===== config.mk =====
export PLATFORM = sky130hd
export DESIGN_NAME = line_to_sample_distributor
export DESIGN_NICKNAME = d
export VERILOG_FILES = /design/src/hw/rtl/lsd_pkg.sv /design/src/hw/rtl/line_to_sample_distributor.sv
export SDC_FILE = /design/constraint.sdc
export NUM_CORES = 1
export LEC_CHECK = 0
export ABC_AREA = 1
export BUFFER_PORTS_ARGS = -buffer_cell sky130_fd_sc_hd__clkbuf_2
export CAP_MARGIN = 20
export CORE_MARGIN = 3
export CORE_UTILIZATION = 30
export CTS_CLUSTER_SIZE = 30
export DETAILED_ROUTE_END_ITERATION = 6
export MAX_ROUTING_LAYER = met4
export PLACE_DENSITY_LB_ADDON = 0.25
export SLEW_MARGIN = 10
export SYNTH_ARGS = -nofsm -noshare
export SYNTH_HDL_FRONTEND = slang
export SYNTH_SLANG_ARGS = --single-unit

===== constraint.sdc =====
create_clock -name clk -period 7.26 [get_ports clk]
set_input_delay 2.178 -clock clk [delete_from_list [all_inputs] [get_ports clk]]
set_output_delay 2.178 -clock clk [all_outputs]
set_load 0.02 [all_outputs]

===== src/hw/rtl/lsd_pkg.sv =====
// Shared widths, register indexes, reset values and the error counter saturation function.
package lsd_pkg;

    localparam int LINES_W    = 10;
    localparam int SAMPLES_W  = 12;
    localparam int LINE_NUM_W = 9;
    localparam int SAMPLE_W   = 16;
    localparam int SLOT_W     = 11;
    localparam int PTR_W      = 12;
    localparam int ERR_W      = 13;
    localparam int SUM_W      = 14;
    localparam int CFG_IDX_W  = 2;
    localparam int CFG_DATA_W = 12;

    typedef logic signed [ERR_W-1:0] err_t;
    typedef logic signed [SUM_W-1:0] sum_t;

    localparam logic [CFG_IDX_W-1:0] CFG_LINES_PER_FRAME   = 2'd0;
    localparam logic [CFG_IDX_W-1:0] CFG_SAMPLES_PER_FRAME = 2'd1;
    localparam logic [CFG_IDX_W-1:0] CFG_STEREO_MODE       = 2'd2;

    localparam logic [LINES_W-1:0]   LINES_RESET   = 10'd262;
    localparam logic [SAMPLES_W-1:0] SAMPLES_RESET = 12'd735;

    function automatic err_t sat_err(input sum_t v);
        err_t r;
        if (v[SUM_W-1] != v[SUM_W-2])
        begin
            r = v[SUM_W-1] ? err_t'({1'b1, {(ERR_W-1){1'b0}}})
                           : err_t'({1'b0, {(ERR_W-1){1'b1}}});
        end
        else
        begin
            r = err_t'(v[ERR_W-1:0]);
        end
        return r;
    endfunction

endpackage


===== src/hw/rtl/line_to_sample_distributor.sv =====
// Line tick to audio sample slot distributor with a Bresenham error counter.
// Sequence: a stretch line counts its slots in ST_LOOP, up to the run cut at MAX_SLOTS_PER_LINE,
// settles the error counter in ST_FINISH and then loads its slots in ST_EMIT; a shrink line loads
// at most one slot, going from ST_START through ST_FINISH to ST_EMIT, or on line zero straight to ST_EMIT.
// Throughput: one line transaction at a time; the input stalls until the last slot is loaded,
// or until ST_FINISH finds the run empty, and it also stalls while the output is stalled.
// Reset: line count 262, sample count 735, error counter and slot pointer zero, no slot pending.
module line_to_sample_distributor #(
    parameter int MAX_SLOTS_PER_LINE = 16
) (
    input  logic                                  clk,
    input  logic                                  rst_n,
    input  logic                                  cfg_write,
    input  logic [lsd_pkg::CFG_IDX_W-1:0]         cfg_index,
    input  logic [lsd_pkg::CFG_DATA_W-1:0]        cfg_data,
    input  logic                                  in_valid,
    output logic                                  in_stall,
    input  logic [lsd_pkg::LINE_NUM_W-1:0]        line_number,
    input  logic                                  dac_enable,
    input  logic signed [lsd_pkg::SAMPLE_W-1:0]   dac_value,
    output logic                                  out_valid,
    input  logic                                  out_stall,
    output logic [lsd_pkg::SLOT_W-1:0]            slot_index,
    output logic signed [lsd_pkg::SAMPLE_W-1:0]   sample_value,
    output logic                                  write_strobe,
    output logic                                  last_of_run,
    output logic                                  run_overflow
);

    localparam int CW = $clog2(MAX_SLOTS_PER_LINE + 1);
    localparam logic [CW-1:0] MAX_COUNT = CW'(MAX_SLOTS_PER_LINE);

    typedef enum logic [2:0] {
        ST_IDLE,
        ST_START,
        ST_LOOP,
        ST_FINISH,
        ST_EMIT
    } state_t;

    state_t                                 state_reg, state_next;
    logic [lsd_pkg::LINES_W-1:0]            lines_reg, lines_next;
    logic [lsd_pkg::SAMPLES_W-1:0]          samples_reg, samples_next;
    logic [lsd_pkg::LINE_NUM_W-1:0]         line_reg, line_next;
    logic                                   en_reg, en_next;
    logic signed [lsd_pkg::SAMPLE_W-1:0]    val_reg, val_next;
    lsd_pkg::err_t                          ec_reg, ec_next;
    logic [lsd_pkg::PTR_W-1:0]              ptr_reg, ptr_next;
    logic [lsd_pkg::PTR_W-1:0]              start_reg, start_next;
    logic [CW-1:0]                          n_reg, n_next;
    logic [CW-1:0]                          k_reg, k_next;
    logic                                   ovf_reg, ovf_next;
    logic                                   out_valid_reg, out_valid_next;
    logic [lsd_pkg::SLOT_W-1:0]             slot_reg, slot_next;
    logic signed [lsd_pkg::SAMPLE_W-1:0]    sample_reg, sample_next;
    logic                                   strobe_reg, strobe_next;
    logic                                   last_reg, last_next;
    logic                                   flag_reg, flag_next;

    lsd_pkg::sum_t                          add_a;
    lsd_pkg::sum_t                          add_b;
    lsd_pkg::sum_t                          add_sum;
    lsd_pkg::err_t                          add_sat;
    lsd_pkg::sum_t                          l_ext;
    lsd_pkg::sum_t                          s_ext;
    lsd_pkg::sum_t                          ec_ext;
    logic                                   shrink;
    logic                                   line_zero;
    logic                                   last_line;
    logic                                   out_free;

    assign l_ext     = lsd_pkg::sum_t'({4'b0000, lines_reg});
    assign s_ext     = lsd_pkg::sum_t'({2'b00, samples_reg});
    assign ec_ext    = lsd_pkg::sum_t'({ec_reg[lsd_pkg::ERR_W-1], ec_reg});
    assign shrink    = samples_reg <= {2'b00, lines_reg};
    assign line_zero = line_reg == '0;
    assign last_line = (lines_reg != '0)
                    && ({1'b0, line_reg} == (lines_reg - lsd_pkg::LINES_W'(1)));
    assign out_free  = !out_valid_reg || !out_stall;

    always_comb
    begin
        add_a = ec_ext;
        add_b = -l_ext;
        unique case (state_reg)
            ST_START:
            begin
                if (shrink && line_zero)
                begin
                    add_a = l_ext;
                    add_b = -s_ext;
                end
                else if (shrink)
                begin
                    add_b = l_ext;
                end
                else
                begin
                    add_a = '0;
                    add_b = s_ext;
                end
            end
            ST_FINISH:
            begin
                add_b = shrink ? -s_ext : s_ext;
            end
            default:
            begin
                add_b = -l_ext;
            end
        endcase
    end

    assign add_sum = add_a + add_b;
    assign add_sat = lsd_pkg::sat_err(add_sum);

    always_comb
    begin
        state_next     = state_reg;
        lines_next     = lines_reg;
        samples_next   = samples_reg;
        line_next      = line_reg;
        en_next        = en_reg;
        val_next       = val_reg;
        ec_next        = ec_reg;
        ptr_next       = ptr_reg;
        start_next     = start_reg;
        n_next         = n_reg;
        k_next         = k_reg;
        ovf_next       = ovf_reg;
        out_valid_next = out_valid_reg && out_stall;
        slot_next      = slot_reg;
        sample_next    = sample_reg;
        strobe_next    = strobe_reg;
        last_next      = last_reg;
        flag_next      = flag_reg;

        if (cfg_write)
        begin
            unique case (cfg_index)
                lsd_pkg::CFG_LINES_PER_FRAME:   lines_next   = cfg_data[lsd_pkg::LINES_W-1:0];
                lsd_pkg::CFG_SAMPLES_PER_FRAME: samples_next = cfg_data;
                // Stereo pairing is applied by the consumer; slot numbering is the same.
                lsd_pkg::CFG_STEREO_MODE:       ;
                default:                        ;
            endcase
        end

        unique case (state_reg)
            ST_IDLE:
            begin
                if (in_valid)
                begin
                    line_next  = line_number;
                    en_next    = dac_enable;
                    val_next   = dac_value;
                    state_next = ST_START;
                end
            end
            ST_START:
            begin
                k_next   = '0;
                ovf_next = 1'b0;
                n_next   = '0;
                if (shrink && line_zero)
                begin
                    ec_next    = add_sat;
                    start_next = '0;
                    ptr_next   = lsd_pkg::PTR_W'(1);
                    n_next     = CW'(1);
                    state_next = ST_EMIT;
                end
                else if (shrink)
                begin
                    start_next = ptr_reg;
                    if (ec_reg[lsd_pkg::ERR_W-1])
                    begin
                        ec_next  = add_sat;
                        ptr_next = ptr_reg + lsd_pkg::PTR_W'(1);
                        n_next   = CW'(1);
                    end
                    state_next = ST_FINISH;
                end
                else
                begin
                    if (line_zero)
                    begin
                        ec_next    = add_sat;
                        ptr_next   = '0;
                        start_next = '0;
                    end
                    else
                    begin
                        start_next = ptr_reg;
                    end
                    state_next = ST_LOOP;
                end
            end
            ST_LOOP:
            begin
                if (last_line ? (ptr_reg < samples_reg) : !ec_reg[lsd_pkg::ERR_W-1])
                begin
                    if (n_reg == MAX_COUNT)
                    begin
                        ovf_next   = 1'b1;
                        state_next = ST_FINISH;
                    end
                    else
                    begin
                        if (!last_line)
                        begin
                            ec_next = add_sat;
                        end
                        ptr_next = ptr_reg + lsd_pkg::PTR_W'(1);
                        n_next   = n_reg + CW'(1);
                    end
                end
                else
                begin
                    state_next = ST_FINISH;
                end
            end
            ST_FINISH:
            begin
                ec_next    = add_sat;
                state_next = (n_reg == '0) ? ST_IDLE : ST_EMIT;
            end
            ST_EMIT:
            begin
                if (out_free)
                begin
                    out_valid_next = 1'b1;
                    slot_next      = start_reg[lsd_pkg::SLOT_W-1:0];
                    sample_next    = val_reg;
                    strobe_next    = en_reg && (start_reg < samples_reg);
                    last_next      = k_reg == (n_reg - CW'(1));
                    flag_next      = ovf_reg;
                    start_next     = start_reg + lsd_pkg::PTR_W'(1);
                    k_next         = k_reg + CW'(1);
                    if (k_reg == (n_reg - CW'(1)))
                    begin
                        state_next = ST_IDLE;
                    end
                end
            end
            default:
            begin
                state_next = ST_IDLE;
            end
        endcase
    end

    always_ff @(posedge clk or negedge rst_n)
    begin
        if (!rst_n)
        begin
            state_reg     <= ST_IDLE;
            lines_reg     <= lsd_pkg::LINES_RESET;
            samples_reg   <= lsd_pkg::SAMPLES_RESET;
            ec_reg        <= '0;
            ptr_reg       <= '0;
            n_reg         <= '0;
            k_reg         <= '0;
            ovf_reg       <= 1'b0;
            out_valid_reg <= 1'b0;
        end
        else
        begin
            state_reg     <= state_next;
            lines_reg     <= lines_next;
            samples_reg   <= samples_next;
            ec_reg        <= ec_next;
            ptr_reg       <= ptr_next;
            n_reg         <= n_next;
            k_reg         <= k_next;
            ovf_reg       <= ovf_next;
            out_valid_reg <= out_valid_next;
        end
    end

    always_ff @(posedge clk)
    begin
        line_reg   <= line_next;
        en_reg     <= en_next;
        val_reg    <= val_next;
        start_reg  <= start_next;
        slot_reg   <= slot_next;
        sample_reg <= sample_next;
        strobe_reg <= strobe_next;
        last_reg   <= last_next;
        flag_reg   <= flag_next;
    end

    assign in_stall     = state_reg != ST_IDLE;
    assign out_valid    = out_valid_reg;
    assign slot_index   = slot_reg;
    assign sample_value = sample_reg;
    assign write_strobe = strobe_reg;
    assign last_of_run  = last_reg;
    assign run_overflow = flag_reg;

    a_accept_starts: assert property (@(posedge clk) disable iff (!rst_n)
        in_valid && !in_stall |=> state_reg == ST_START)
        else $error("accepted transaction did not start the sequencer");

    a_run_bounded: assert property (@(posedge clk) disable iff (!rst_n)
        n_reg <= MAX_COUNT)
        else $error("slot run exceeds the maximum length");

    a_emit_nonempty: assert property (@(posedge clk) disable iff (!rst_n)
        state_reg == ST_EMIT |-> n_reg != '0 && k_reg < n_reg)
        else $error("emit with no slot left in the run");

    a_ovf_full: assert property (@(posedge clk) disable iff (!rst_n)
        state_reg == ST_EMIT && ovf_reg |-> n_reg == MAX_COUNT)
        else $error("overflow flagged on a run that was not cut");

    a_last_ends: assert property (@(posedge clk) disable iff (!rst_n)
        state_reg == ST_EMIT && out_free && k_reg == (n_reg - CW'(1)) |=> state_reg == ST_IDLE)
        else $error("sequencer did not return to idle after the final slot");

endmodule


**Word level (Yosys, flattened, before mapping)**

Index checks and enable logic that the tools add are counted.

- $add $sub $neg: 9
- Multiply operators: 0
- Divide/modulo/power cells: 0
- $lt $le $gt $ge: 3
- Equal/unequal tests: 19
- Shift-type cells: 0
- Mux-type cells: 51
- Bitwise logic cells: 0
- Reduce and logical (&&, ||, !) cells: 28

Operator list:

| kind | number |
|---|---|
| $mux 12 | 10 |
| $mux 13 | 9 |
| $mux 14 | 5 |
| $pmux 12 s2 | 2 |
| $pmux 13 s3 | 1 |
| $pmux 14 s2 | 1 |
| $add 12x1->12 const B | 2 |
| $lt 12x12->1 | 2 |
| $mux 3 | 7 |
| $pmux 5 s2 | 2 |
| $mux 5 | 3 |
| $pmux 3 s5 | 1 |
| $add 14x14->14 | 1 |
| $ne 2x2->1 const B | 7 |
| $neg 10->14 | 1 |
| $neg 12->14 | 1 |
| $le 12x10->1 | 1 |
| $add 5x1->5 const B | 2 |
| $eq 9x10->1 | 1 |
| $reduce_and 2->1 | 5 |
| $reduce_bool 10->1 | 1 |
| $sub 10x1->10 const B | 1 |
| $logic_not 9->1 | 1 |
| $mux 1 | 9 |
| other kinds (23) | 34 |

- Register bits: 130
- Bits in latches: 0
- RAM bits: 0
- Bits in read-only memories: 0
- Input bits: 45
- Logic and storage cells: 129
- Memories kept: 0

**Depth between registers and ports, before layout**

- Depth after elaboration: 11
- Mapped depth: 30

**Worst setup path before layout**

OpenSTA, ideal clock, no wires.

- Path kind: flip-flop to flip-flop
- From: reg lines_reg[2] (netlist bit)
- To: reg ec_reg[11]
- Library setup time: 0.127 ns
- Arrival time: 3.735 ns
- Data required time: 7.133 ns
- Setup slack: 3.398 ns
- Cell stages (with the launch flop): 25
- Clock period less this slack: 3.862 ns
- Cells stage by stage: dfstp_2 > inv_2 > ha_1 > nand2_1 > inv_1 > nand2_1 > nand2_1 > nand2_1 > nand3_1 > nand2_2 > inv_1 > nor2_1 > nand2_1 > clkbuf_1 > o21ai_0 > ha_1 > nand3_1 > nand2_1 > a21boi_0 > o21ai_0 > a31oi_1 > o21bai_1 > xor2_1 > nand3_1 > nand3_1

- Cells in the longest elaborated chain, start to end: 11

RTL lines:

| item | line | text |
|---|---|---|
| from (decl) | line_to_sample_distributor.sv:42 | `logic [lsd_pkg::LINES_W-1:0] lines_reg, lines_next;` |
| from (signal assigned) | line_to_sample_distributor.sv:258 | `lines_reg <= lsd_pkg::LINES_RESET;` |
| from (signal assigned) | line_to_sample_distributor.sv:270 | `lines_reg <= lines_next;` |
| $le 12x10->1 | line_to_sample_distributor.sv:75 | `assign shrink = samples_reg <= {2'b00, lines_reg};` |
| $mux 12, or another cell as far along | line_to_sample_distributor.sv:93 | `else if (shrink)` |
| $mux 14 | line_to_sample_distributor.sv:88 | `if (shrink && line_zero)` |
| $pmux 14 s2 / $mux 14 (equally long branches) | line_to_sample_distributor.sv:85 | `unique case (state_reg)` |
| $add 14x14->14 | line_to_sample_distributor.sv:114 | `assign add_sum = add_a + add_b;` |
| $mux 13 / $ne 1x1->1 (equally long branches) | lsd_pkg.sv:29, lsd_pkg.sv:27 |  |
| $mux 13 | lsd_pkg.sv:27 | `if (v[SUM_W-1] != v[SUM_W-2])` |
| $mux 13 (on tied branches) | line_to_sample_distributor.sv:210, line_to_sample_distributor.sv:176, line_to_sample_distributor.sv:186 |  |
| $mux 13 (on tied branches) | line_to_sample_distributor.sv:203, line_to_sample_distributor.sv:173 |  |
| $mux 13 (on tied branches) | line_to_sample_distributor.sv:201, line_to_sample_distributor.sv:165 |  |
| $pmux 13 s3 | line_to_sample_distributor.sv:149 | `unique case (state_reg)` |
| to (signal assigned) | line_to_sample_distributor.sv:272 | `ec_reg <= ec_next;` |
| to (decl) | line_to_sample_distributor.sv:47 | `lsd_pkg::err_t ec_reg, ec_next;` |

Parallel ways exist; a longest one is shown, timed or not. The select of a mux whose other input is x is not followed.
A chain may end at the register's enable or synchronous reset.

**Final worst setup path**

- From: reg lines_reg[8] (netlist bit)
- To: reg ec_reg[0]

The elaborated chain is that of the path after synthesis.

==> reports/metrics.cfg <==
[clock_tree]
cts_setup_buffers = 0
cts.sinks = 130
cts-root-buf = clkbuf_16
hold_buffers = 0
cts_htree_levels = 4
cts_tree = yes
cts_resized = 0
cts_buffers = 17
clock_path_buffers = 2
path_clk_slew_ns = 0.07
worstSkewPairLatency_ns = 0.43

[floorplan]
num_rows = 59
initial_core_util = 0.308
dieHeight_um = 170
core-area_mm2 = 0.0263
ios = 77
die_area_mm2 = 0.0289
die_w_um = 170

[min_path]
min_path_type = flop to flop
hold_path_startpoint = val_reg[14]$_DFFE_PP_

[sta]
fin_setup_tns_ns = 0
timing.fmax_mhz = 192
slew_headroom = 0.435
timing.final.crit_share = 0.718
finClkSkew_ns = 0.0137
setup_viol = 0
hold_viol = 0
maxSlewViolCount = 0
worst_slew_pin_slew_ns = 0.845
rsz0062_at_grt = false
layout_setup_ws_ns = 2.05
min_period_ns = 5.21

[pwr]
leakagePower_nw = 4.31
powerDensity_mw_per_mm2 = 445
ir_worst_vdd_uv = 187

[routing]
ant_nets = 0
drt-pass1-iter-count = 5
routedWlPerCell_um = 17.2
route.met2.wl_um = 10400
vias_per_cell = 4.99
met1_length_um = 11600
met3_length_um = 1270
drc = 0
top_layer_used = met4
drt_iter0_drc = 599
wl_um = 23800
vias = 6900

[logic_synthesis]
ys_top_cells_by_count = nand2_1 (217), inv_1 (116), nor2_1 (74), o21ai_0 (71), edfxtp_1 (68)
yosysTopAreaCell = edfxtp_1
syn-num-nets = 1057
syn-mean-instance-area_um2 = 8.43
syn-cell-area_mm2 = 0.00808
ys_ff_latch = 130
synth.area.top_cells = edfxtp_1 (25%), dfrtp_1 (16%), nand2_1 (10%)
synth_cell_types = 46
ys_async_sr_fraction = 0.477
ys_seq_area_frac = 0.446
synth_edf_count = 68
ys_warn_count = 0
synth_most_common_cell = nand2_1
synth_top_flop_cell = edfxtp_1
syn_inst = 959
yosys.area.top_type_share = 0.253

[placement]
hpwl_um = 18000
detailedPlace.worstSlack_ns = 2.18
dp.cells = 1351
gp_congestion = 0.946
io_buffers = 76

[final_layout]
utilization = 0.356
final_nets = 1133
drive_gt1_frac = 0.145
diodes = 0
layout.cells.non_filler = 1383
fill_cells = 2724
regArea_mm2 = 0.00361
multi_input_area_mm2 = 0.00389
area_growth_pct = 15.8

[status]
status = completed

[critical_path]
worstPathArrival_ns = 5.53
max_stage_delay_ns = 0.53
cp_max_fo = 18
cp_top_family = simple AND/OR/NAND/NOR gates
worstPathRequired_ns = 7.57
path_buf_inv = 7
worstSetupPathType = flop to flop
startpoint = lines_reg[8]$_DFFE_PN1P_
r2r-start = lines_reg[8]$_DFFE_PN1P_
path_common_cell = nand2_1
start_kind = flop
crit_path_end_kind = flop
crit_slowest_cell = dfstp_2

[global_route]
grt_usage = 0.173
grt_pass1_vias = 6814
gr-total-overflow = 0
grt_pass1_wl_um = 38100
antenna_found_initial = 0
grt_max_degree = 63

[flow_run]
maxCapViolations = 0

cell type report:
class	count	area share
inverter	125	0.0501
clock buffer	17	0.0454
timing repair buffer	80	0.0438
clock inverter	15	0.0148
sequential	130	0.385
multi-input combinational	681	0.416
tap	335	0.0448
worst register-to-register path, delay by kind of cell (launching register included):
| kind | cells | cell delay, ns |
|---|---|---|
| simple gates | 14 | 2.33 |
| compound gates | 3 | 0.96 |
| buf+inv | 7 | 0.66 |
| fa+ha+maj | 2 | 0.62 |
| flops | 1 | 0.53 |
cell usage in the layout, fill, tap and decap left out, types with 2 or more instances in the layout:
master,instances
dfrtp_1,51
inv_6,3
nor4_1,2
edfxtp_1,68
nor2_4,3
clkbuf_2,75
a21oi_1,35
nor2_2,2
clkbuf_16,17
inv_1,116
clkinvlp_4,3
nand3_1,64
nor3b_2,2
ha_1,52
dfstp_2,11
o22ai_1,2
a211oi_1,2
a22oi_1,7
a22o_1,2
o211ai_1,6
o21ai_0,71
o2111ai_1,6
o21bai_1,3
xnor2_1,11
inv_8,6
nand2_2,5
a21o_1,2
nor2_1,73
o21ai_1,2
xor2_1,41
clkinv_4,2
nand4_1,25
nor3_1,16
buf_4,4
nand3_2,4
o31ai_1,4
inv_2,9
a31oi_1,12
nand2_1,217
through the flow:
stage	area (µm²)	hold WS, ns	total power [mW]
floorplan	8080	0.400	2.78
global placement	8800	0.400	3.32
detailed placement	8800	0.405	3.31
CTS	9360	0.412	4.17
global route	9360	0.420	4.54
finish	9360	0.413	4.17
report_power, final:
group	switching (mW)	internal, mW
Combinational	1.42	0.721
Sequential	0.169	1.02
Clock	0.384	0.454
logic make-up after synthesis:
group | share of synthesized area
xor+xnor | 0.0564
simple gates | 0.229
flops | 0.446
buf+inv | 0.0726
compound gates | 0.113
fa+ha+maj | 0.0830
metal layers:
metal	track usage	vias up
met2	0.250	212
met1	0.240	3255
li1	-	3393
met5	-	-
met4	0.0596	0
met3	0.0351	40
path summary, 6_finish.rpt:
check	endpoint	slack, ns	cells past startpoint
min in group asynchronous	lines_reg[0]$_DFFE_PN0P_	1.95	2
max reg2reg	ec_reg[0]$_DFFE_PN0P_	2.05	26
max	ec_reg[0]$_DFFE_PN0P_	2.05	26
max in group asynchronous	ptr_reg[3]$_DFFE_PN0P_	4.76	2
min reg2reg	sample_value[14]$_DFFE_PP_	0.41	0
min	sample_value[14]$_DFFE_PP_	0.41	0
Note: power is estimated with default switching activity, not from simulation.
